<file path="src/rtl/trial_division_primality_test_unit_defines.svh">
// ----------------------------------------------------------------------------
// Assertion macros for the trial-division primality test unit.
// Each macro expands to one labelled concurrent assertion that is disabled
// while reset is high.
// ----------------------------------------------------------------------------
`ifndef TRIAL_DIVISION_PRIMALITY_TEST_UNIT_DEFINES_SVH
`define TRIAL_DIVISION_PRIMALITY_TEST_UNIT_DEFINES_SVH

// The consequent must hold in the same cycle as the antecedent.
`define TDP_ASSERT_SAME(label, clk, rst, ante, cons) \
   label: assert property (@(posedge clk) disable iff (rst) (ante) |-> (cons)) \
      else $error("tdp: same-cycle check failed");

// The consequent must hold in the cycle after the antecedent.
`define TDP_ASSERT_NEXT(label, clk, rst, ante, cons) \
   label: assert property (@(posedge clk) disable iff (rst) (ante) |=> (cons)) \
      else $error("tdp: next-cycle check failed");

`endif

</file>
<file path="src/rtl/tdp_pkg.sv">
// ----------------------------------------------------------------------------
// Trial-division primality test package
// Shared constants and types for the primality test unit and its remainder
// unit.
// ----------------------------------------------------------------------------
package tdp_pkg;

   localparam int DEFAULT_VALUE_WIDTH = 16;
   localparam int RSP_TDATA_WIDTH     = 8;

   typedef enum logic [1:0] {
      ERR_OK       = 2'd0,
      ERR_NEGATIVE = 2'd1,
      ERR_ZERO     = 2'd2
   } err_code_type;

   // Status returned by the remainder unit to the sequencer.
   typedef struct packed {
      logic done;
      logic rem_zero;
   } rem_status_type;

endpackage

</file>
<file path="src/rtl/tdp_rem_unit.sv">
// ----------------------------------------------------------------------------
// Remainder unit
// Restoring bit-serial remainder: one dividend bit is shifted in per cycle
// and the divisor subtracted when it fits.
// ----------------------------------------------------------------------------
`include "trial_division_primality_test_unit_defines.svh"

module tdp_rem_unit #(
   parameter int VALUE_WIDTH = tdp_pkg::DEFAULT_VALUE_WIDTH
) (
   input  logic                       clock,
   input  logic                       reset,
   input  logic                       start,
   input  logic [VALUE_WIDTH-1:0]     dividend,
   input  logic [VALUE_WIDTH-1:0]     divisor,
   output tdp_pkg::rem_status_type    status
);
   import tdp_pkg::*;

   localparam int CNT_WIDTH = $clog2(VALUE_WIDTH + 1);

   logic                   busy_ff, busy_in;
   logic                   done_ff, done_in;
   logic [CNT_WIDTH-1:0]   cnt_ff, cnt_in;
   logic [VALUE_WIDTH-1:0] quo_ff, quo_in;
   logic [VALUE_WIDTH-1:0] rem_ff, rem_in;
   logic [VALUE_WIDTH-1:0] div_ff, div_in;
   logic [VALUE_WIDTH:0]   shifted;
   logic [VALUE_WIDTH:0]   diff;

   assign shifted = {rem_ff, quo_ff[VALUE_WIDTH-1]};
   assign diff    = shifted - {1'b0, div_ff};

   always_comb begin
      busy_in = busy_ff;
      done_in = 1'b0;
      cnt_in  = cnt_ff;
      quo_in  = quo_ff;
      rem_in  = rem_ff;
      div_in  = div_ff;
      if (start) begin
         busy_in = 1'b1;
         cnt_in  = CNT_WIDTH'(VALUE_WIDTH);
         quo_in  = dividend;
         rem_in  = '0;
         div_in  = divisor;
      end else if (busy_ff) begin
         quo_in = {quo_ff[VALUE_WIDTH-2:0], 1'b0};
         // The partial remainder stays below the divisor, so both arms fit.
         if (shifted >= {1'b0, div_ff}) begin
            rem_in = diff[VALUE_WIDTH-1:0];
         end else begin
            rem_in = shifted[VALUE_WIDTH-1:0];
         end
         cnt_in = cnt_ff - CNT_WIDTH'(1);
         if (cnt_ff == CNT_WIDTH'(1)) begin
            busy_in = 1'b0;
            done_in = 1'b1;
         end
      end
   end

   always_ff @(posedge clock) begin
      if (reset) begin
         busy_ff <= 1'b0;
         done_ff <= 1'b0;
         cnt_ff  <= '0;
      end else begin
         busy_ff <= busy_in;
         done_ff <= done_in;
         cnt_ff  <= cnt_in;
      end
      quo_ff <= quo_in;
      rem_ff <= rem_in;
      div_ff <= div_in;
   end

   assign status.done     = done_ff;
   assign status.rem_zero = (rem_ff == '0);

   `TDP_ASSERT_SAME(a_no_start_busy, clock, reset, start, !busy_ff)
   `TDP_ASSERT_NEXT(a_done_idle, clock, reset, done_ff, !busy_ff || start)
   `TDP_ASSERT_SAME(a_divisor_nonzero, clock, reset, busy_ff, div_ff != '0)

endmodule

</file>
<file path="src/rtl/trial_division_primality_test_unit.sv">
// ----------------------------------------------------------------------------
// Trial-division primality test unit
// Decides whether a signed integer is prime by trying divisors from two
// upwards while the divisor squared does not exceed the value.
//
// Usage:
//   The req_ stream carries one value per word in req_tdata; the rsp_ stream
//   returns one word per value with is_prime and error_code. Negative values
//   and zero return an error code at once, with is_prime cleared.
//   Each divisor tried runs through the shared bit-serial remainder unit
//   after a compare step in S_CHECK, and up to floor(sqrt(n)) - 1
//   divisors are tried, so a prime near 2^(VALUE_WIDTH-1) takes the longest.
//   Errors and one go from S_IDLE straight to S_FIN; two and three pass one
//   S_CHECK step first, and S_FIN registers the result word.
//   req_tready is high only while no value is in work, so one value is
//   processed at a time, and req_tready rises again in the cycle after the
//   result is registered.
//   The result sits in an output register; a new value is taken while it
//   waits, and a finished test holds until rsp_tready frees that register.
//   Reset empties the output register and returns the sequencer to idle.
// ----------------------------------------------------------------------------
`include "trial_division_primality_test_unit_defines.svh"

module trial_division_primality_test_unit #(
   parameter int VALUE_WIDTH = tdp_pkg::DEFAULT_VALUE_WIDTH
) (
   input  logic                                  clock,
   input  logic                                  reset,
   input  logic                                  req_tvalid,
   output logic                                  req_tready,
   // [VALUE_WIDTH-1:0] value, upper bits zero
   input  logic [((VALUE_WIDTH + 7) / 8) * 8-1:0] req_tdata,
   output logic                                  rsp_tvalid,
   input  logic                                  rsp_tready,
   // [0] is_prime, [2:1] error_code, upper bits zero
   output logic [tdp_pkg::RSP_TDATA_WIDTH-1:0]   rsp_tdata
);
   import tdp_pkg::*;

   localparam logic [VALUE_WIDTH-1:0] ONE = VALUE_WIDTH'(1);

   typedef enum logic [3:0] {
      S_IDLE  = 4'b0001,
      S_CHECK = 4'b0010,
      S_DIV   = 4'b0100,
      S_FIN   = 4'b1000
   } state_type;

   state_type                    state_ff, state_in;
   logic [VALUE_WIDTH-1:0]       n_ff, n_in;
   logic [VALUE_WIDTH-1:0]       d_ff, d_in;
   logic [VALUE_WIDTH-1:0]       sq_ff, sq_in;
   logic                         prime_ff, prime_in;
   err_code_type                 err_ff, err_in;
   logic                         rsp_valid_ff, rsp_valid_in;
   logic [RSP_TDATA_WIDTH-1:0]   rsp_data_ff, rsp_data_in;
   logic [VALUE_WIDTH-1:0]       raw;
   logic                         rem_start;
   logic                         out_free;
   rem_status_type               rem_status;

   assign raw        = req_tdata[VALUE_WIDTH-1:0];
   assign req_tready = (state_ff == S_IDLE);
   assign out_free   = !rsp_valid_ff || rsp_tready;

   tdp_rem_unit #(
      .VALUE_WIDTH (VALUE_WIDTH)
   ) u_rem (
      .clock    (clock),
      .reset    (reset),
      .start    (rem_start),
      .dividend (n_ff),
      .divisor  (d_ff),
      .status   (rem_status)
   );

   always_comb begin
      state_in  = state_ff;
      n_in      = n_ff;
      d_in      = d_ff;
      sq_in     = sq_ff;
      prime_in  = prime_ff;
      err_in    = err_ff;
      rem_start = 1'b0;
      unique case (state_ff)
         S_IDLE: begin
            if (req_tvalid) begin
               n_in     = raw;
               d_in     = VALUE_WIDTH'(2);
               sq_in    = VALUE_WIDTH'(4);
               prime_in = 1'b0;
               err_in   = ERR_OK;
               priority if (raw[VALUE_WIDTH-1]) begin
                  err_in   = ERR_NEGATIVE;
                  state_in = S_FIN;
               end else if (raw == '0) begin
                  err_in   = ERR_ZERO;
                  state_in = S_FIN;
               end else if (raw == ONE) begin
                  state_in = S_FIN;
               end else begin
                  state_in = S_CHECK;
               end
            end
         end
         S_CHECK: begin
            if (sq_ff > n_ff) begin
               prime_in = 1'b1;
               state_in = S_FIN;
            end else begin
               rem_start = 1'b1;
               state_in  = S_DIV;
            end
         end
         S_DIV: begin
            if (rem_status.done) begin
               if (rem_status.rem_zero) begin
                  state_in = S_FIN;
               end else begin
                  // (d + 1)^2 = d^2 + 2d + 1
                  sq_in    = sq_ff + {d_ff[VALUE_WIDTH-2:0], 1'b1};
                  d_in     = d_ff + ONE;
                  state_in = S_CHECK;
               end
            end
         end
         S_FIN: begin
            if (out_free) begin
               state_in = S_IDLE;
            end
         end
         default: begin
            state_in = S_IDLE;
         end
      endcase
   end

   always_comb begin
      rsp_valid_in = rsp_valid_ff;
      rsp_data_in  = rsp_data_ff;
      if (state_ff == S_FIN && out_free) begin
         rsp_valid_in = 1'b1;
         rsp_data_in  = {{(RSP_TDATA_WIDTH - 3){1'b0}}, err_ff, prime_ff};
      end else if (rsp_tready) begin
         rsp_valid_in = 1'b0;
      end
   end

   always_ff @(posedge clock) begin
      if (reset) begin
         state_ff     <= S_IDLE;
         rsp_valid_ff <= 1'b0;
      end else begin
         state_ff     <= state_in;
         rsp_valid_ff <= rsp_valid_in;
      end
      n_ff        <= n_in;
      d_ff        <= d_in;
      sq_ff       <= sq_in;
      prime_ff    <= prime_in;
      err_ff      <= err_in;
      rsp_data_ff <= rsp_data_in;
   end

   assign rsp_tvalid = rsp_valid_ff;
   assign rsp_tdata  = rsp_data_ff;

   `TDP_ASSERT_SAME(a_done_in_div, clock, reset, rem_status.done, state_ff == S_DIV)
   `TDP_ASSERT_SAME(a_div_in_range, clock, reset, state_ff == S_DIV, sq_ff <= n_ff)
   `TDP_ASSERT_SAME(a_prime_no_err, clock, reset, rsp_valid_ff && rsp_data_ff[0],
      rsp_data_ff[2:1] == ERR_OK)
   `TDP_ASSERT_NEXT(a_start_busy, clock, reset, rem_start, state_ff == S_DIV)

endmodule

</file>
<file path="config.mk">
export PLATFORM = sky130hd
export DESIGN_NAME = trial_division_primality_test_unit
export DESIGN_NICKNAME = d
export VERILOG_FILES = /design/src/rtl/tdp_pkg.sv /design/src/rtl/tdp_rem_unit.sv /design/src/rtl/trial_division_primality_test_unit.sv
export VERILOG_INCLUDE_DIRS = /design/src /design/src/rtl
export SDC_FILE = /design/constraint.sdc
export NUM_CORES = 1
export LEC_CHECK = 0
export BUFFER_PORTS_ARGS = -buffer_cell sky130_fd_sc_hd__buf_2
export CAP_MARGIN = 20
export CORE_AREA = 10 10 92 175
export DETAILED_ROUTE_END_ITERATION = 10
export DIE_AREA = 0 0 102 185
export GPL_TIMING_DRIVEN = 0
export PLACE_DENSITY = 0.66
export SLEW_MARGIN = 20
export SYNTH_ARGS = -nofsm -noshare
export SYNTH_HDL_FRONTEND = slang
export SYNTH_SLANG_ARGS = --single-unit
</file>
<file path="constraint.sdc">
create_clock -name clock -period 6.8 [get_ports clock]
set_input_delay 1.02 -clock clock [delete_from_list [all_inputs] [get_ports clock]]
set_output_delay 1.02 -clock clock [all_outputs]
set_load 0.05 [all_outputs]
</file>
# Yosys cells after proc, flatten, opt, wreduce, memory -nomap -nowiden
# Index checks and enable logic that the tools add are counted.
op_classes:
  addsub: 4
  magnitude_cmp: 2
  n_eq_ne: 11
  n_mux: 34
  n_bitwise: 1
  n_reduce_logical: 15
ops:
  columns: ["operator", "n"]
  rows:
  - ["16-bit 2-to-1 mux", 9]
  - ["16-bit case mux with 2 select lines", 2]
  - ["16-bit zero test", 2]
  - ["4-bit 2-to-1 mux", 8]
  - ["17-bit by 16-bit greater-or-equal comparator with 1-bit output", 1]
  - ["16-bit by 1-bit adder with 16-bit output (second input constant)", 1]
  - ["16-bit adder", 1]
  - ["16-bit by 1-bit == test with 1-bit output (second input constant)", 1]
  - ["16-bit greater-than comparator", 1]
  - ["4-bit case mux with 4 select lines", 1]
  - ["16-bit subtractor", 1]
  - ["1-bit 2-to-1 mux", 10]
  - ["5-bit 2-to-1 mux", 2]
  - ["2-bit != test (second input constant)", 4]
  - ["2-bit nonzero test", 4]
  - ["3-bit AND reduction", 2]
  - ["5-bit by 1-bit == test with 1-bit output (second input constant)", 1]
  - ["5-bit by 1-bit subtractor with 5-bit output (second input constant)", 1]
  - ["4-bit by 1-bit == test with 1-bit output (second input constant)", 1]
  - ["4-bit by 2-bit == test with 1-bit output (second input constant)", 1]
  - ["4-bit by 3-bit == test with 1-bit output (second input constant)", 1]
  - ["4-bit == test (second input constant)", 1]
  - ["4-bit AND reduction", 1]
  - ["3-bit OR reduction", 1]
  - ["9 further kinds", 9]
totals:
  regBits: 114
  inputBits: 20
  out_inout_bits: 10
  wordCells: 82

# Longest topological paths before layout
# Gate-level depths: netlist of the first run.
depth:
  word_depth: 6
  mapped_depth: 11
  mapped_depth_nobuf: 10

# Modules after synthesis
# From an unflattened synthesis of the first run, not the netlist that was laid out.
hier_totals:
  cells_unflattened: 619
  area_unflattened_um2: 6595.1
by_module_without_submodules:
  columns: ["module", "n_inst", "cells_per_inst", "area_each_um2", "seq_area_each_um2"]
  rows:
  - ["trial_division_primality_test_unit", 1, 320, 3424.5, 1721.7]
  - ["tdp_rem_unit", 1, 299, 3170.5, 1421.4]

# Least setup slack after synthesis of the first run
# Ideal clock, no wire load.
synth_timing:
  path_kind: "flip-flop to flip-flop"
  from: "reg state_ff[1]"
  to: "reg state_ff[3]"
  setup_ps: 71
  t_arrival_ps: 2682
  required_ps: 6729
  setup_slack_ps: 4047
  stages_incl_launch_ff: 8
  n_path_buf: 0
  period_less_slack_ps: 2753
  path_cell_list: "dfxtp_1 -> nor4b_2 -> nand2_1 -> inv_1 -> nor2_1 -> o21a_1 -> a211o_1 -> a21oi_1"
synth_between:
  elab_chain_cells: 3
  elab_cells_between_ends: 9
  classes_between: "eq/ne (7); mux (1); reduce/logical (1)"
synth_lines:
  columns: ["element", "line_no", "source"]
  rows:
  - ["start: declaration", "trial_division_primality_test_unit.sv:49", "state_type state_ff, state_in;"]
  - ["start signal: assignment", "trial_division_primality_test_unit.sv:154", "state_ff <= state_in;"]
  - ["4-bit by 1-bit == test with 1-bit output *", null, null]
  - ["net req_tready", "trial_division_primality_test_unit.sv:30", "output logic req_tready,"]
  - ["2-bit != test (no source line)", null, null]
  - ["3-bit AND reduction (no source line)", null, null]
# The timed path passes the listed nets; every way through them passes the cells marked *.
# A chain may end at the register's enable or synchronous reset.

# Worst setup path after layout of the first run
layout_timing:
  from: "reg sq_ff[9]"
  to: "reg u_rem.quo_ff[5], enable pin"
layout_between:
  elab_chain_cells: 4
layout_lines:
  columns: ["element", "line_no", "source"]
  rows:
  - ["start: declaration", "trial_division_primality_test_unit.sv:52", "logic [VALUE_WIDTH-1:0] sq_ff, sq_in;"]
  - ["start signal: assignment", "trial_division_primality_test_unit.sv:159", "sq_ff <= sq_in;"]
  - ["16-bit greater-than comparator", "trial_division_primality_test_unit.sv:107", "if (sq_ff > n_ff) begin"]
  - ["1-bit 2-to-1 mux", "trial_division_primality_test_unit.sv:107", null]
  - ["1-bit 2-to-1 mux", "trial_division_primality_test_unit.sv:85", "unique case (state_ff)"]
  - ["2-bit nonzero test (no source line)", null, null]
  - ["end signal: assignment", "tdp_rem_unit.sv:73", "quo_ff <= quo_in;"]
  - ["end: declaration", "tdp_rem_unit.sv:25", "logic [VALUE_WIDTH-1:0] quo_ff, quo_in;"]
# No other way between the ends.

==> results.json, run 1 <==
{
  "status": "finished clean",
  "final_common_cell": "edfxtp_1",
  "overflow": 0,
  "yosysSeqAreaShare_pct": 48.1,
  "synth_cells": 596,
  "cts_buffers": 17,
  "hold_path.class": "reg -> reg",
  "hold_path_end": "rsp_tdata[1]$_DFFE_PP_",
  "required_ps": 6870,
  "cts_resized": 0,
  "avgSynthCellArea_um2": 11.0,
  "h-tree-depth": 4,
  "path_max_fanout": 16,
  "path_delay_family": "compound AO/OA/AOI/OAI gates",
  "drv_slew": 0,
  "start_util_pct": 48.9,
  "ys_ff_latch": 114,
  "synth-edff-count": 86,
  "fin_skew_ps": 13.7,
  "timing.final.ws_setup_ps": 3820,
  "regToRegStartpoint": "sq_ff[9]$_SDFFCE_PP0P_",
  "syn2layout_area_growth_pct": 13.7,
  "fp.coreArea_um2": 13400,
  "drt-initial-drc-count": 268,
  "setup_violations": 0,
  "crit_arrival_ps": 3050,
  "ir_worst_vdd_v": 0.000204,
  "ff_latch_area_um2": 3140,
  "finalWirelength_mm": 15.9,
  "clock-sinks": 114,
  "criticalPathCategory": "reg -> reg",
  "die-area_um2": 18900,
  "synth_area_um2": 6530,
  "start_kind": "flop",
  "async_reset_ff_share_pct": 0,
  "min_period_over_period_pct": 43.9,
  "nFillCells": 1197,
  "cts_hold_repair.buffers": 0,
  "postCtsSetupBuffers": 0,
  "clkTransAtPathRegs_ps": 60,
  "detail_route.vias_per_cell": 5.79,
  "grt_max_degree": 33,
  "hp-start": "err_ff[0]$_SDFFCE_PP1P_",
  "final_cell_mix": "86 x edfxtp_1, 52 x nor2_1, 49 x ha_1",
  "grt_util_all_layers_pct": 17.9,
  "die_w_um": 102,
  "drv_cap": 0,
  "place_congestion": 0.899,
  "drc": 0,
  "die_y_um": 185,
  "crit_path_max_incr_delay_ps": 470,
  "row_count": 60,
  "power_mw": 2.46,
  "p_leak_nw": 2.99,
  "worst_path_max_delay_cell": "edfxtp_1",
  "antenna_left": 0,
  "rrSetupSlack_ps": 3820,
  "port_buffers": 24,
  "hold_viol_final": 0,
  "cts_tree": "built",
  "drive_gt1_share_pct": 14.8,
  "path_cells": "ha_1, a21o_1, a21o_1, a221oi_1, o211ai_1, a21oi_2, buf_4, or2_2",
  "root_buffer": "clkbuf_16",
  "fmax_mhz": 335,
  "worstMarginPinSlew_ps": 792,
  "path_buf_inv": 1,
  "synthFlopType": "edfxtp_1",
  "nNetsFinal": 714,
  "rr_endpoint": "u_rem.quo_ff[5]$_DFFE_PP_",
  "stdcell_count": 811,
  "pre_cts_slack_ps": 3850,
  "antenna_found_initial": 0,
  "num_vias": 4692,
  "post-route-util_pct": 55.6,
  "dr.pass1.iters": 4,
  "finalSetupTns_ps": 0,
  "placedCellCount": 779,
  "multi_input_area_um2": 3130,
  "critical_path.most_common_cell": "a21o_1",
  "rsz0062_at_grt": "no",
  "reg2regPathDepth": 8,
  "post-dp-hpwl_mm": 12.1,
  "cts_buffer_depth": 2,
  "grt_pass1_wl_mm": 26.0,
  "end_kind": "flop",
  "yosysUniqueCellTypes": 73,
  "wl_per_cell_um": 19.6,
  "ys_warn_count": 0,
  "slew_headroom_pct": 47.0,
  "finalCriticalPeriod_ps": 2980,
  "holdPathStages": 0,
  "diodes": 0,
  "clk_latency_ps": 410,
  "p_per_area_nw_per_um2": 331,
  "ioPinCount": 30,
  "grt_pass1_vias": 5102
}
## cell type report
class                           count  area share [%]
Timing Repair Buffer               24            1.62
Inverter                           43            2.17
Sequential cell                   114            42.3
Buffer                             20            1.63
Multi-Input combinational cell    423            42.1
Clock buffer                       17            5.73
Clock inverter                     15            1.79
Tap cell                          155            2.61
## stage by stage
stage / hold slack, ps / cell area, µm²
floorplan: 400 / 6550
global placement: 406 / 6860
detailed placement: 424 / 6860
CTS: 438 / 7420
global route: 448 / 7430
finish: 435 / 7430
## power breakdown
group	total [mW]	switching, mW	internal (mW)
logic	0.704	0.400	0.304
clock network	0.847	0.342	0.505
registers	0.907	0.0865	0.820
## per-layer routing
metal | GRT usage (%) | wire (µm) | vias up
li1 | - | - | 2286
met1 | 16.5 | 5420 | 2279
met2 | 34.4 | 9370 | 83
met3 | 3.17 | 307 | 44
met4 | 10.9 | 808 | 0
met5 | 0 | 0 | -
## cells by family after synthesis
logic type	share of synthesized area [%]
adder cells (fa/ha/maj)	10.0
multiplexers	4.12
AND/OR/NAND/NOR	15.1
flip-flops	48.1
AO/OA/AOI/OAI	13.6
buffers and inverters	4.33
XOR/XNOR	4.69
other	0.0574
## sequential cells by signal, summed over array words and instances (netlist names)
name,flops
u_rem.quo_ff,16
prime_ff,1
u_rem.cnt_ff,5
sq_ff,16
err_ff,2
rsp_tdata,3
n_ff,16
rsp_tvalid,1
state_ff,4
d_ff,16
u_rem.done_ff,1
u_rem.busy_ff,1
u_rem.div_ff,16
u_rem.rem_ff,16
## cell usage after synthesis (all sizes together), types with 2 or more instances
cell type	number	share of area, %
a211oi	12	1.4
a21o	12	1.4
a21oi	32	2.7
a221oi	2	0.36
a311oi	3	0.40
a31oi	6	0.57
and2	5	0.48
and3	7	0.67
and4	2	0.27
buf	12	1.4
clkbuf	8	0.46
dfxtp	28	8.6
edfxtp	86	40
fa	2	0.61
ha	49	9.4
inv	43	2.5
mux2	15	2.6
mux2i	10	1.5
nand2	30	1.8
nand2b	6	0.57
nand3	6	0.46
nand3b	2	0.23
nand4	11	1.1
nor2	53	3.3
nor2b	10	1.1
nor3	13	1.1
nor4	9	1.1
nor4b	4	0.63
o211ai	3	0.34
o21a	13	1.5
o21ai	20	1.5
o21bai	4	0.46
o311ai	2	0.27
o31a	4	0.67
o31ai	3	0.56
or2	7	0.67
or3	11	1.1
xnor2	18	2.4
xor2	17	2.3
## worst max-delay path by stage
stage / start / endpoint / slack [ps] / cells after the start
final: sq_ff[9]$_SDFFCE_PP0P_ / u_rem.quo_ff[5]$_DFFE_PP_ / 3820 / 8
after global routing: sq_ff[9]$_SDFFCE_PP0P_ / u_rem.quo_ff[1]$_DFFE_PP_ / 3670 / 8
after CTS: sq_ff[9]$_SDFFCE_PP0P_ / u_rem.quo_ff[5]$_DFFE_PP_ / 3840 / 8
after detailed placement: sq_ff[7]$_SDFFCE_PP0P_ / u_rem.quo_ff[4]$_DFFE_PP_ / 3850 / 6
after global placement: state_ff[2]$_SDFFE_PP0P_ / sq_ff[8]$_SDFFCE_PP0P_ / 3690 / 4
after floorplan: state_ff[1]$_SDFFE_PP0P_ / state_ff[3]$_SDFFE_PP0P_ / 4050 / 7
(Power assumes the default switching activity.)
==> run 2: changes to the inputs <==
==> constraint.sdc (replaced) <==
create_clock -name clock -period 3.05 [get_ports clock]
set_input_delay 0.4575 -clock clock [delete_from_list [all_inputs] [get_ports clock]]
set_output_delay 0.4575 -clock clock [all_outputs]
set_load 0.05 [all_outputs]
==> run 2 against run 1 <==
  * Combinational power up 120%
  * First-iteration DRC count rose by 0.75%
  * Wire length about the same
  * Via count is 0.23% lower
  * Sequential cell count unchanged
  * Count of clock-buffer cells in the layout unchanged
  * Non-clock buffer count is the same
  * Cell count is the same
  * Critical path type unchanged
  * Critical endpoint is now u_rem.div_ff[4]$_DFFE_PP_
==> results.json, run 2 (synthesis results as in run 1) <==
{
  "status": "finished clean",
  "path_max_fanout": 25,
  "diodes": 0,
  "antenna_left": 0,
  "rsz0062_at_grt": "no",
  "start_util_pct": 48.9,
  "num_vias": 4681,
  "hold_viol_final": 0,
  "fmax_mhz": 343,
  "fin_skew_ps": 14.8,
  "final_cell_mix": "86 x edfxtp_1, 52 x nor2_1, 49 x ha_1",
  "row_count": 60,
  "grt_pass1_wl_mm": 26.0,
  "cts_tree": "built",
  "crit_arrival_ps": 2950,
  "cts_buffers": 17,
  "die_w_um": 102,
  "required_ps": 3080,
  "wl_per_cell_um": 19.6,
  "grt_util_all_layers_pct": 17.9,
  "grt_max_degree": 33,
  "port_buffers": 24,
  "setup_violations": 0,
  "die_y_um": 185,
  "placedCellCount": 779,
  "cts_buffer_depth": 2,
  "final_common_cell": "edfxtp_1",
  "fp.coreArea_um2": 13400,
  "intPower_mw": 3.63,
  "drive_gt1_share_pct": 14.8,
  "syn2layout_area_growth_pct": 13.8,
  "min_period_over_period_pct": 95.6,
  "switching_share_pct": 33.7,
  "rrSetupSlack_ps": 130,
  "die-area_um2": 18900,
  "antenna_found_initial": 0,
  "p_leak_nw": 2.99,
  "drv_slew": 0,
  "reg2regPathDepth": 7,
  "post-dp-hpwl_mm": 12.1,
  "regToRegStartpoint": "sq_ff[9]$_SDFFCE_PP0P_",
  "holdPathStages": 1,
  "finalCriticalPeriod_ps": 2920,
  "hp-start": "req_tdata[13]",
  "power_switching_mw": 1.85,
  "combPwrFrac_pct": 28.7,
  "rr_endpoint": "u_rem.div_ff[4]$_DFFE_PP_",
  "p_clk_share_pct": 34.4,
  "seq_power_share_pct": 36.9,
  "finalWirelength_mm": 15.9,
  "clock-sinks": 114,
  "place_congestion": 0.899,
  "worstMarginPinSlew_ps": 797,
  "slew_headroom_pct": 46.7,
  "drc": 0,
  "postCtsSetupBuffers": 0,
  "nNetsFinal": 714,
  "drv_cap": 0,
  "dr.pass1.iters": 4,
  "grt_pass1_vias": 5102,
  "clkTransAtPathRegs_ps": 60,
  "detail_route.vias_per_cell": 5.77,
  "overflow": 0,
  "stdcell_count": 811,
  "end_kind": "flop",
  "p_per_area_nw_per_um2": 738,
  "clk_latency_ps": 410,
  "h-tree-depth": 4,
  "ir_worst_vdd_v": 0.000450,
  "criticalPathCategory": "reg -> reg",
  "start_kind": "flop",
  "drt-initial-drc-count": 270,
  "power_mw": 5.48,
  "root_buffer": "clkbuf_16",
  "hold_path.class": "in -> reg",
  "hold_path_end": "n_ff[13]$_DFFE_PP_",
  "ioPinCount": 30
}
## run 2: metal layers
metal / vias to the layer above / wire length [µm] / track usage, %
li1: 2285 / - / -
met1: 2276 / 5430 / 16.5
met2: 81 / 9390 / 34.4
met3: 39 / 292 / 3.17
met4: 0 / 791 / 10.9
met5: - / 0 / 0
## run 2: area by class of cell
type	instances	area, µm²
multi-input cells	423	3130
repair buffers	24	120
well taps	155	194
clock buffers	17	425
inverters	43	161
plain buffers	20	121
flip-flops and latches	114	3140
clock inverters	15	133
fillers	1196	5930
## run 2: stage by stage
step | util (%) | setup WS (ps) | area (µm²) | hold WS, ps | TNS [ps]
floorplan | - | 297 | 6550 | 400 | 0
global placement | 51.3 | -60.9 | 6860 | 406 | -1870
detailed placement | 51.3 | 98.1 | 6860 | 424 | 0
CTS | 55.5 | 87.8 | 7420 | 221 | 0
global route | 55.6 | 0.458 | 7430 | 222 | 0
finish | 55.6 | 134 | 7430 | 235 | 0
## run 2: worst max path at each step
stage	from	to	slack, ps	cells after the start
floorplan	state_ff[1]$_SDFFE_PP0P_	state_ff[3]$_SDFFE_PP0P_	300	7
global placement	state_ff[2]$_SDFFE_PP0P_	sq_ff[8]$_SDFFCE_PP0P_	-60	4
detailed placement	sq_ff[7]$_SDFFCE_PP0P_	u_rem.quo_ff[4]$_DFFE_PP_	100	6
CTS	sq_ff[9]$_SDFFCE_PP0P_	u_rem.quo_ff[5]$_DFFE_PP_	90	8
global route	sq_ff[9]$_SDFFCE_PP0P_	u_rem.div_ff[4]$_DFFE_PP_	0.5	7
finish	sq_ff[9]$_SDFFCE_PP0P_	u_rem.div_ff[4]$_DFFE_PP_	130	7
## run 2: power groups by stage
stage	Sequential [mW]	Clock, mW	Combinational, mW
floorplan	1.96	0	1.23
global placement	2.04	0	1.51
detailed placement	2.05	0	1.55
CTS	2.02	1.92	1.56
global route	2.04	1.99	1.72
finish	2.02	1.89	1.57
## run 2: repair_timing
item	4_1_cts	5_1_grt
endpoints found under the hold margin	0	0
gates resized for setup	0	1
endpoints found under the setup margin	0	16
hold buffers	0	0
## run 2: worst max-delay path, cell delays in order, from the launching register on
cell	delay, ps
edfxtp_1	470
ha_1	340
a21o_1	190
a21o_1	170
a221oi_1	270
o211ai_1	160
a21oi_2	370
buf_2	540
==> run 3: changes to the inputs <==
--- a/config.mk
+++ b/config.mk
@@ -7,13 +7,13 @@
 export NUM_CORES = 1
 export LEC_CHECK = 0
 export BUFFER_PORTS_ARGS = -buffer_cell sky130_fd_sc_hd__buf_2
-export CAP_MARGIN = 20
-export CORE_AREA = 10 10 92 175
+export CORE_AREA = 10 10 93 176
 export DETAILED_ROUTE_END_ITERATION = 10
-export DIE_AREA = 0 0 102 185
+export DIE_AREA = 0 0 103 186
 export GPL_TIMING_DRIVEN = 0
 export PLACE_DENSITY = 0.66
 export SLEW_MARGIN = 20
 export SYNTH_ARGS = -nofsm -noshare
 export SYNTH_HDL_FRONTEND = slang
+export SYNTH_HIERARCHICAL = 1
 export SYNTH_SLANG_ARGS = --single-unit
==> run 3 against run 2 <==
  * Wire length increased by 5.6%
  * Cell count increased by 3.2%
  * Non-clock buffer count increased by 5
  * Synthesized cell count increased by 3.9%
  * Register-to-register slack got worse by 40 ps
  * Total power increased by 7.2%
  * Global-route usage increased by 0.78 points
  * Critical endpoint is now u_rem/quo_ff[4]$_DFFE_PP_
  * Largest cell class is now multi-input gates
==> results.json, run 3 <==
{
  "drv_cap": 0,
  "syn2layout_area_growth_pct": 15.8,
  "hold_path.class": "in -> reg",
  "num_vias": 4939,
  "synth_area_leaders": "edfxtp_1 39%, ha_1 9.3%, dfxtp_1 8.5%",
  "die_y_um": 186,
  "ys_top_cells_by_count": "86 x edfxtp_1, 60 x nor2_1, 49 x ha_1, 48 x inv_1, 34 x a21oi_1",
  "timing.final.ws_setup_ps": 97.3,
  "antenna_found_initial": 0,
  "ioPinCount": 30,
  "cts_hold_repair.buffers": 0,
  "cts_tree": "built",
  "avgSynthCellArea_um2": 10.7,
  "dr.pass1.iters": 4,
  "setup_violations": 0,
  "drv_slew": 0,
  "placed_area_um2": 6950,
  "grt_util_all_layers_pct": 18.7,
  "async_reset_ff_share_pct": 0,
  "ys_warn_count": 6,
  "yosysUniqueCellTypes": 72,
  "synth-edff-count": 86,
  "synthFlopType": "edfxtp_1",
  "fin_skew_ps": 13.8,
  "diodes": 0,
  "cts_buffers": 17,
  "worst_path_max_delay_cell": "edfxtp_1",
  "antenna_left": 0,
  "h-tree-depth": 4,
  "synth_cells": 619,
  "synth_area_leader_cell": "edfxtp_1",
  "post-dp-hpwl_mm": 12.5,
  "final_area_um2": 7640,
  "clk_latency_ps": 410,
  "start_kind": "flop",
  "yosysTopAreaCellShare_pct": 39.2,
  "ys_ff_latch": 114,
  "crit_arrival_ps": 3100,
  "power_mw": 5.87,
  "worstMarginPinSlew_ps": 936,
  "stdcell_count": 837,
  "drive_gt1_share_pct": 17.6,
  "fmax_mhz": 339,
  "grt_pass1_vias": 5261,
  "min_period_over_period_pct": 96.8,
  "nFillCells": 1152,
  "grt_pass1_wl_mm": 27.0,
  "ir_worst_vdd_v": 0.000642,
  "finalSetupTns_ps": 0,
  "path_cells": "ha_1, nand4_1, nor2_1, a221o_1, a211oi_4, o21a_4, clkbuf_4, mux2_2",
  "grtUsageMet2_pct": 34.6,
  "path_buf_inv": 1,
  "rsz0062_at_grt": "no",
  "die_w_um": 103,
  "crit_path_max_incr_delay_ps": 500,
  "port_buffers": 24,
  "root_buffer": "clkbuf_16",
  "row_count": 60,
  "drc": 0,
  "yosysSeqAreaShare_pct": 47.7,
  "p_leak_nw": 3.00,
  "fp.coreArea_um2": 13500,
  "path_max_fanout": 10,
  "clock-sinks": 114,
  "gr-usage-met3_pct": 3.01,
  "synth_area_um2": 6600,
  "start_util_pct": 48.8,
  "multi_input_area_um2": 3220,
  "detail_route.vias_per_cell": 5.90,
  "finalWirelength_mm": 16.8,
  "placedCellCount": 803,
  "finalCriticalPeriod_ps": 2950,
  "place_congestion": 0.951,
  "ff_latch_area_um2": 3140,
  "status": "finished clean",
  "path_delay_family": "compound AO/OA/AOI/OAI gates",
  "hold_viol_final": 0,
  "pre_cts_slack_ps": -938,
  "top_usage_layer": "met2",
  "clkTransAtPathRegs_ps": 60,
  "criticalPathCategory": "reg -> reg",
  "final_cell_mix": "86 x edfxtp_1, 60 x nor2_1, 49 x ha_1",
  "overflow": 0,
  "grt_max_degree": 33,
  "nNetsFinal": 740,
  "die-area_um2": 19200,
  "end_kind": "flop",
  "slew_headroom_pct": 37.6,
  "cts_buffer_depth": 2,
  "required_ps": 3200,
  "p_per_area_nw_per_um2": 769,
  "final_common_cell": "edfxtp_1",
  "wl_per_cell_um": 20.1,
  "use_met1_pct": 16.9,
  "drt-initial-drc-count": 225,
  "yosysMostFrequentCell": "edfxtp_1"
}
[run 3: cell types whose count changed in the layout (fill, tap and decap cells not counted), sizes merged, moves of 7 or more]
cell	before	now
clkbuf	25	33
nand3	6	16
or3	11	4
nor2	53	62
[run 3: cells by family (layout without fill, tap and decap cells)]
kind of cell	count (synthesis)	in the layout	share of synthesized area (%)
compound gates	126	127	13.5
xor+xnor	35	35	4.65
fa+ha+maj	51	51	9.90
buf+inv	72	129	4.78
flops	114	114	47.7
mux	25	25	4.10
other cells	1	5	0.0569
simple gates	195	196	15.3
[run 3: path summary, 6_finish.rpt]
| kind | startpoint | to | slack [ps] | cells after the start |
|---|---|---|---|---|
| setup / recovery | sq_ff[14]$_SDFFCE_PP0P_ | u_rem/quo_ff[4]$_DFFE_PP_ | 100 | 8 |
| hold reg to reg | err_ff[0]$_SDFFCE_PP1P_ | rsp_tdata[1]$_DFFE_PP_ | 420 | 0 |
| hold / removal | req_tdata[1] | n_ff[1]$_DFFE_PP_ | 240 | 1 |
| setup reg to reg | sq_ff[14]$_SDFFCE_PP0P_ | u_rem/quo_ff[4]$_DFFE_PP_ | 100 | 8 |
[run 3: metrics by stage]
stage | hold slack (ps) | util, %
5_1_grt | 216 | 56.5
3_3_place_gp | 405 | 51.3
2_1_floorplan | 400 | -
3_5_place_dp | 407 | 51.4
6_report | 236 | 56.5
4_1_cts | 222 | 56.5
[run 3: area by class of cell]
class                           instances  area share, %
Tap cell                              155           2.54
Sequential cell                       114           41.1
Inverter                               48           2.36
Timing Repair Buffer                   26           1.74
Buffer                                 23           1.88
Clock buffer                           25           7.47
Clock inverter                          7          0.688
Multi-Input combinational cell        439           42.2
[run 3: repair_timing]
| item | in CTS | in global routing |
|---|---|---|
| cloned | 2 | 0 |
| setup buffers | 1 | 0 |
| endpoints found under the setup margin | 55 | 1 |
| resized for setup | 12 | 1 |
| pin swaps | 1 | 0 |
[run 3: where the power goes]
group / internal (mW) / total (mW) / switching, mW
sequential: 1.85 / 2.05 / 0.203
combinational: 0.759 / 1.80 / 1.04
clock: 1.31 / 2.03 / 0.722
[run 3: layer usage]
layer | routed length, µm | vias to the layer above
met3 | 347 | 71
met5 | 0 | -
met1 | 5690 | 2369
met4 | 1400 | 0
li1 | - | 2373
met2 | 9360 | 126
